[config.mk]
export PLATFORM = sky130hd
export DESIGN_NAME = phsi_ctrl
export DESIGN_NICKNAME = d
export VERILOG_FILES = /design/src/hdl/phsi_pkg.sv /design/src/hdl/phsi_ctrl.sv
export SDC_FILE = /design/constraint.sdc
export NUM_CORES = 1
export LEC_CHECK = 0
export CORE_AREA = 4 4 41 43
export DETAILED_ROUTE_END_ITERATION = 16
export DIE_AREA = 0 0 45 47
export DONT_BUFFER_PORTS = 1
export SLEW_MARGIN = 20
export SYNTH_ARGS = -nofsm -noshare
export SYNTH_HDL_FRONTEND = slang
export SYNTH_SLANG_ARGS = --single-unit
[constraint.sdc]
create_clock -name clk -period 1.6 [get_ports clk]
set_input_delay 0.32 -clock clk [delete_from_list [all_inputs] [get_ports clk]]
set_output_delay 0.32 -clock clk [all_outputs]
set_load 0.02 [all_outputs]
[src/hdl/phsi_pkg.sv]
// ----------------------------------------------------------------------------
// phsi_pkg: shared definitions for hard-sphere insertion
// Codes, defaults and controller/datapath handshake structures.
// ----------------------------------------------------------------------------
package phsi_pkg;

  // Default sizing
  localparam int PHSI_MAX_PARTICLES = 256;
  localparam int PHSI_COORD_BITS    = 16;

  // Fixed field widths
  localparam int FIELD_W     = 16;
  localparam int STATUS_W    = 2;
  localparam int SLOT_W      = 8;
  localparam int OUT_CNT_W   = 9;
  localparam int CFG_ADDR_W  = 1;

  // Configuration register indexes
  localparam logic [CFG_ADDR_W-1:0] CFG_BOX_LENGTH   = 1'd0;
  localparam logic [CFG_ADDR_W-1:0] CFG_MIN_DISTANCE = 1'd1;

  // Register reset values
  localparam logic [FIELD_W-1:0] BOX_LENGTH_RST   = 16'd25998;
  localparam logic [FIELD_W-1:0] MIN_DISTANCE_RST = 16'd4096;

  // Operation codes
  localparam logic OP_INSERT = 1'b0;
  localparam logic OP_CLEAR  = 1'b1;

  // Result status codes
  localparam logic [STATUS_W-1:0] ST_OK      = 2'd0;
  localparam logic [STATUS_W-1:0] ST_OVERLAP = 2'd1;
  localparam logic [STATUS_W-1:0] ST_FULL    = 2'd2;
  localparam logic [STATUS_W-1:0] ST_OUTSIDE = 2'd3;

  // Controller to datapath
  typedef struct packed {
    logic load;    // latch a new word and restart the scan
    logic issue;   // read the next stored particle
    logic finish;  // commit the outcome and load the output register
  } phsi_cmd_t;

  // Datapath to controller
  typedef struct packed {
    logic quick;     // outcome known without a scan
    logic last;      // the current read is the last stored particle
    logic busy;      // compare pipeline still holds reads
    logic hit;       // an overlap has been seen
    logic out_free;  // output register can take a result
  } phsi_sts_t;

endpackage

[src/hdl/phsi_ctrl.sv]
// ----------------------------------------------------------------------------
// phsi_ctrl: sequencing controller
// Walks one word through accept, scan of the store, drain and result.
// ----------------------------------------------------------------------------
module phsi_ctrl import phsi_pkg::*; (
  input  logic      clk,
  input  logic      rst_n,
  input  logic      in_tvalid,
  output logic      in_tready,
  input  phsi_sts_t sts,
  output phsi_cmd_t cmd
);

  typedef enum logic [3:0] {
    S_IDLE   = 4'b0001,
    S_SCAN   = 4'b0010,
    S_DRAIN  = 4'b0100,
    S_FINISH = 4'b1000
  } state_t;

  state_t state_r, state_nxt;

  assign in_tready = (state_r == S_IDLE);

  always_comb begin
    state_nxt  = state_r;
    cmd.load   = 1'b0;
    cmd.issue  = 1'b0;
    cmd.finish = 1'b0;
    unique case (state_r)
      S_IDLE: begin
        if (in_tvalid) begin
          cmd.load  = 1'b1;
          state_nxt = S_SCAN;
        end
      end
      S_SCAN: begin
        // Stop reading as soon as the outcome or an overlap is known.
        if (sts.quick || sts.hit) begin
          state_nxt = S_FINISH;
        end else begin
          cmd.issue = 1'b1;
          if (sts.last) begin
            state_nxt = S_DRAIN;
          end
        end
      end
      S_DRAIN: begin
        if (!sts.busy || sts.hit) begin
          state_nxt = S_FINISH;
        end
      end
      S_FINISH: begin
        if (sts.out_free) begin
          cmd.finish = 1'b1;
          state_nxt  = S_IDLE;
        end
      end
      default: state_nxt = S_IDLE;
    endcase
  end

  always_ff @(posedge clk) begin
    if (!rst_n) begin
      state_r <= S_IDLE;
    end else begin
      state_r <= state_nxt;
    end
  end

endmodule

==> After elaboration in Yosys (flattened, before gate mapping) <==
Index checks and enable logic that the tools add are counted.
{ "classes": {"add_sub_neg": 0, "n_mul": 0, "div": 0, "n_lt_le_gt_ge": 0, "eq_ne": 8, "shift": 0, "n_mux": 12, "n_bitwise": 0, "reduce_logical": 4} }
{ "op_table": {"columns": ["cell", "n"], "rows": [
  ["$mux 4", 5],
  ["$pmux 4 s4", 1],
  ["$mux 1", 6],
  ["$ne 2x2->1 const B", 3],
  ["$eq 4x1->1 const B", 1],
  ["$eq 4x2->1 const B", 1],
  ["$eq 4x3->1 const B", 1],
  ["$eq 4x4->1 const B", 1],
  ["$reduce_and 4->1", 1],
  ["$ne 3x3->1 const B", 1],
  ["$logic_or 1x1->1", 2],
  ["$logic_not 1->1", 1]
]} }
{ "word_totals": {"register_bits": 4, "latch_bits": 0, "ramBits": 0, "mem_bits_ro": 0, "memories": 0} }

==> Longest topological paths before layout <==
Gate-level depths: netlist of run 1.
{ "logic_depth": {"word_depth": 4, "depth_mapped": 5, "mapped_depth_nobuf": 5} }

==> Worst setup path after synthesis of run 1 <==
No wires, ideal clock.
{ "synth_timing": {"path_kind": "reg-to-output", "startpoint": "register state_r[1]", "endpoint": "output port cmd[2] (netlist bit)", "arrival_ns": 1.133, "required_time_ns": 1.280, "slack_ns": 0.147, "path_stages_with_launch": 4, "n_path_buf": 0, "cell_sequence": "dfxtp_1 > or2_4 > nor3b_4 > and2_4"} }
{ "synth_lines": {"columns": ["item", "line_no", "rtl"], "rows": [
  ["from (decl)", "phsi_ctrl.sv:21", "state_t state_r, state_nxt;"],
  ["from (signal assigned)", "phsi_ctrl.sv:67", "state_r <= state_nxt;"],
  ["to (decl)", "phsi_ctrl.sv:11", "output phsi_cmd_t cmd"]
]} }

==> flow_summary_export.csv, run 1 <==
group,metric,value,unit
clocking,ctsHoldBuffers,0,
cells_and_area,syn2layout_area_growth,17.2,%
place,place.gp.congestion,0.796,
clocking,ctsResizeCount,0,
clocking,path_clk_slew,40,ps
floorplanning,ios,12,
hold_path,min_from,"rst_n",
power_and_ir_drop,leakagePower,0.134,nW
cells_and_area,drive_gt1_frac,0.324,
worst_setup_path,regToRegSetupSlack,340,ps
place,dpl_worst_slack,300,ps
floorplanning,die_area,2120,um^2
timing,slew-limit-headroom,0.799,
routing,detail_route.vias_per_cell,4.71,
timing,worst_slew_pin_slew,301,ps
clocking,htree_levels,1,
worst_setup_path,cp-end-kind,"output pin",
timing,finalSetupTns,0,ps
yosys,ys_ff_latch,4,
timing,timing.hold.ws,188,ps
worst_setup_path,worst-setup-path-type,"flop to output pin",
job,cap_violations,0,
timing,fin_ws,78.8,ps
routing,ant_nets,0,
floorplanning,fp-row-count,13,
timing,clock_skew,2.66,ps
worst_setup_path,cp.required,1280,ps
timing,fin_crit_sh,0.951,
clocking,post-cts-setup-buffer-count,0,
routing,drt_iter0_markers,3,
power_and_ir_drop,peakVddDrop,0.237,mV
run_status,outcome,"complete, no violations",
yosys,synthCells,33,
clocking,cts-root-buf,"clkbuf_4",
cells_and_area,top_regs,"state_r (4)",
global_routing,grt_max_degree,8,
yosys,seq_area_frac_synth,0.282,
global_routing,gr-usage-all-layers,0.0704,
global_routing,grt_pass1_wl,924,um
yosys,synth_nets,41,
place,port-buffer-count,0,
routing,drc_errors,0,
worst_setup_path,cp_data_arrival_time,1200,ps
clocking,cts.sinks,4,
floorplanning,start_util,0.218,
floorplanning,die_w,45,um
yosys,synth.cell_area,284,um^2
global_routing,grt-ovfl-total,0,
clocking,clock_latency,230,ps
clocking,tritoncts,"built",
yosys,avgSynthCellArea,8.61,um^2
power_and_ir_drop,totalPowerFinal,312,uW
worst_setup_path,critPathMaxFanout,4,
hold_path,holdPathEnd,"state_r[0]",
power_and_ir_drop,power.density,936,nW/um^2
timing,finalHoldViolations,0,
cells_and_area,fin_util,0.256,
clocking,numCtsBuffers,3,
timing,period_minus_slack,1520,ps
clocking,clockBufferDepth,2,
worst_setup_path,critPathLaunchType,"flop",
routing,wl_per_cell,11.9,um
cells_and_area,nFillCells,155,
routing,dr_total_vias,245,
yosys,ys_warn_count,0,
place,dpl.hpwl,544,um
worst_setup_path,timing.rr.end,"state_r[3]",
floorplanning,coreArea,1300,um^2
timing,rsz0062_at_grt,"false",
worst_setup_path,rr_worst_depth,4,
global_routing,grt_pass1_vias,224,
cells_and_area,largest_reg_flops,4,
yosys,synth_cell_type_count,24,
cells_and_area,nets,47,
timing,setup_violations,0,
timing,drv_slew,0,
floorplanning,die_h,47,um
routing,drtPass1Iterations,3,
cells_and_area,diodes,0,
global_routing,antenna_found_initial,0,
cells_and_area,regMostFlops,"state_r",
hold_path,hold-path-cell-count,1,
hold_path,hold_path.class,"input pin to flop",
worst_setup_path,timing.rr.start,"state_r[3]",
timing,fmax,657,MHz
routing,routed_wirelength,619,um
-- cell type report --
cell class	instances	area, um^2	area share
well taps	15	18.8	0.0564
clock buffers	3	22.5	0.0677
multi-input cells	26	189	0.568
repair buffers	2	15.0	0.0451
inverters	2	7.51	0.0226
flip-flops and latches	4	80.1	0.241
-- synthesized netlist by cell type, drive strengths merged --
master	instances	area [um^2]
inv	2	7.51
or2	1	8.76
nor3b	2	26.3
o221ai	2	23.8
nand3	1	5.00
buf	1	7.51
nand2	3	11.3
nand4b	1	8.76
nor2	4	17.5
nor3	2	10.0
a211oi	1	7.51
and2b	1	8.76
mux2i	1	10.0
dfxtp	4	80.1
and2	1	8.76
o21a	1	7.51
a21oi	1	5.00
o211ai	1	7.51
a21boi	1	7.51
nor2b	2	15.0
-- critical path, cell delays in order (launching register included) --
cell and delay (ps):
dfxtp_1 300, or2_4 270, nor3b_4 190, and2_4 210
-- metal layers --
layer | GRT usage | share of wire | up-vias
li1 | - | - | 127
met1 | 0.0683 | 0.43 | 111
met2 | 0.0932 | 0.45 | 7
met3 | 0.0536 | 0.11 | 0
met4 | 0.0702 | 0 | 0
met5 | 0 | 0 | -
-- through the flow --
stage | area (um^2) | cells
2_1_floorplan | 284 | 33
6_report | 333 | 52
3_3_place_gp | 310 | 49
3_5_place_dp | 310 | 49
5_1_grt | 333 | 52
4_1_cts | 333 | 52
-- placed cells by master (no fill, tap or decap), types with 2 or more instances in the layout --
cell type / instances
buf_4: 2
clkbuf_4: 3
dfxtp_1: 4
inv_1: 2
nand2_1: 3
nor2_1: 3
nor3_1: 2
-- cell families after synthesis --
group           share of synthesized area
simple gates                        0.423
flops                               0.282
compound gates                      0.207
buf+inv                            0.0529
mux                                0.0352
-- power breakdown --
group	internal (mW)	switching (mW)
combinational	0.0392	0.0379
clock	0.0835	0.0355
sequential	0.107	0.00882
total	0.229	0.0822
-- how the worst max path moves through the flow --
stage	slack (ps)	end	from	depth (start not counted)
2_1_floorplan	150	cmd[2]	state_r[1]	3
3_3_place_gp	320	cmd[2]	state_r[1]	3
3_5_place_dp	300	cmd[2]	state_r[1]	3
4_1_cts	50	cmd[2]	state_r[1]	3
5_1_grt	10	cmd[2]	state_r[1]	3
6_report	80	cmd[2]	state_r[1]	3
(Power assumes the default switching activity.)
==> inputs of run 2 (changes only) <==
==> constraint.sdc (replaced) <==
create_clock -name clk -period 1.6 [get_ports clk]
set_input_delay 0.32 -clock clk [delete_from_list [all_inputs] [get_ports clk]]
set_output_delay 0.32 -clock clk [all_outputs]
set_load 0.05 [all_outputs]
==> run 2 against run 1 <==
Compared with the run above:
- non-clock buffer count is 1 higher
- total power is 7.1% higher
- critical path type unchanged
- largest power group unchanged
- die area stayed put
- highest routed layer unchanged
- the flow now finishes with violations (negative setup slack)
==> flow_summary_export.csv, run 2 (same netlist as run 1, synthesis figures left out) <==
group,metric,value,unit
run_status,outcome,"finished, violations left",
run_status,violations,"negative setup slack",
place,place.gp.congestion,0.815,
place,dpl_worst_slack,235,ps
place,port-buffer-count,0,
floorplanning,die_area,2120,um^2
routing,drtPass1Iterations,4,
clocking,post-cts-setup-buffer-count,0,
floorplanning,die_w,45,um
clocking,clock_latency,230,ps
timing,finalHoldViolations,0,
floorplanning,ios,12,
worst_setup_path,cp.required,1280,ps
power_and_ir_drop,peakVddDrop,0.256,mV
power_and_ir_drop,leakagePower,0.143,nW
clocking,numCtsBuffers,3,
cells_and_area,nets,48,
timing,worst_slew_pin_slew,259,ps
global_routing,grt-ovfl-total,0,
timing,fin_crit_sh,1.00,
worst_setup_path,cp_data_arrival_time,1280,ps
power_and_ir_drop,power.density,946,nW/um^2
timing,setup_violations,1,
cells_and_area,diodes,0,
global_routing,gr-usage-all-layers,0.0711,
timing,clock_skew,1.11,ps
routing,wl_per_cell,12.3,um
cells_and_area,layout_common_cells,"3 x nor2_1, 3 x nand2_1, 3 x clkbuf_4, 3 x dfxtp_2",
routing,drc_errors,0,
global_routing,antenna_found_initial,0,
timing,drv_slew,0,
clocking,cts-root-buf,"clkbuf_4",
worst_setup_path,critPathMaxFanout,4,
worst_setup_path,critPathLaunchType,"flop",
place,place_inst,50,
clocking,clockBufferDepth,2,
cells_and_area,largest_reg_flops,4,
timing,fin_ws,-2.02,ps
hold_path,hold_path.class,"input pin to flop",
floorplanning,die_h,47,um
worst_setup_path,worst-setup-path-type,"flop to output pin",
cells_and_area,syn2layout_area_growth,24.2,%
clocking,ctsHoldBuffers,0,
clocking,tritoncts,"built",
routing,detail_route.vias_per_cell,4.75,
global_routing,grt_pass1_wl,1000,um
routing,drt_iter0_markers,2,
worst_setup_path,cp-end-kind,"output pin",
floorplanning,fp-row-count,13,
timing,slew-limit-headroom,0.827,
routing,ant_nets,0,
routing,dr_total_vias,252,
floorplanning,coreArea,1300,um^2
global_routing,grt_max_degree,8,
cells_and_area,final_cells,53,
power_and_ir_drop,totalPowerFinal,334,uW
clocking,path_clk_slew,40,ps
clocking,cts.sinks,4,
global_routing,grt_pass1_vias,251,
timing,period_minus_slack,1600,ps
floorplanning,start_util,0.218,
cells_and_area,regMostFlops,"state_r",
cells_and_area,top_regs,"state_r (4)",
clocking,htree_levels,1,
job,cap_violations,0,
cells_and_area,drive_gt1_frac,0.447,
timing,rsz0062_at_grt,"true",
routing,routed_wirelength,654,um
place,dpl.hpwl,552,um
timing,fmax,624,MHz
==> run 2: cell count changes in the layout (fill, tap and decap cells not counted), sizes merged <==
cell / previous run / this run
buf: 2 / 3
==> run 2: routing by layer <==
metal,GRT usage,vias up,part of all wire
met2,0.113,4,0.55
met5,0,-,0
li1,-,129,-
met3,0.0268,0,0.061
met4,0.0702,0,0
met1,0.0705,119,0.39
==> run 2: worst paths after layout <==
kind	start	end	slack (ps)	cells past startpoint
min reg2reg	state_r[3]	state_r[3]	530	2
min	rst_n	state_r[0]	180	1
max	state_r[1]	cmd[2]	-2	3
max reg2reg	state_r[1]	state_r[0]	280	5
==> run 2: critical path, stage by stage (launching register included) <==
cell	delay [ps]
dfxtp_2	310
or2_4	280
nor3b_4	200
and2_4	270
==> run 2: metrics by stage <==
step           setup TNS [ps]  instance area [um^2]  hold WS (ps)   util
5_1_grt                 -78.2                   353           193  0.271
3_3_place_gp                0                   323           411  0.248
4_1_cts                 -20.0                   345           174  0.265
3_5_place_dp                0                   323           414  0.248
6_report                -2.02                   353           179  0.271
2_1_floorplan            -193                   289           399      -
==> run 2: power breakdown <==
part	internal (mW)	switching, mW	total, mW
sequential	0.107	0.00987	0.117
combinational	0.0402	0.0577	0.0979
clock	0.0835	0.0353	0.119
total	0.231	0.103	0.334
==> run 2: timing repair <==
action,in CTS,in global routing
pin swaps,0,0
resized for setup,0,4
endpoints found under the setup margin,1,3
==> run 2: area by class of cell <==
class                      instances  area (um^2)
tap                               15         18.8
timing repair buffer               3         26.3
clock buffer                       3         22.5
multi-input combinational         26          194
inverter                           2         7.51
sequential                         4         83.8
fill                             146          948
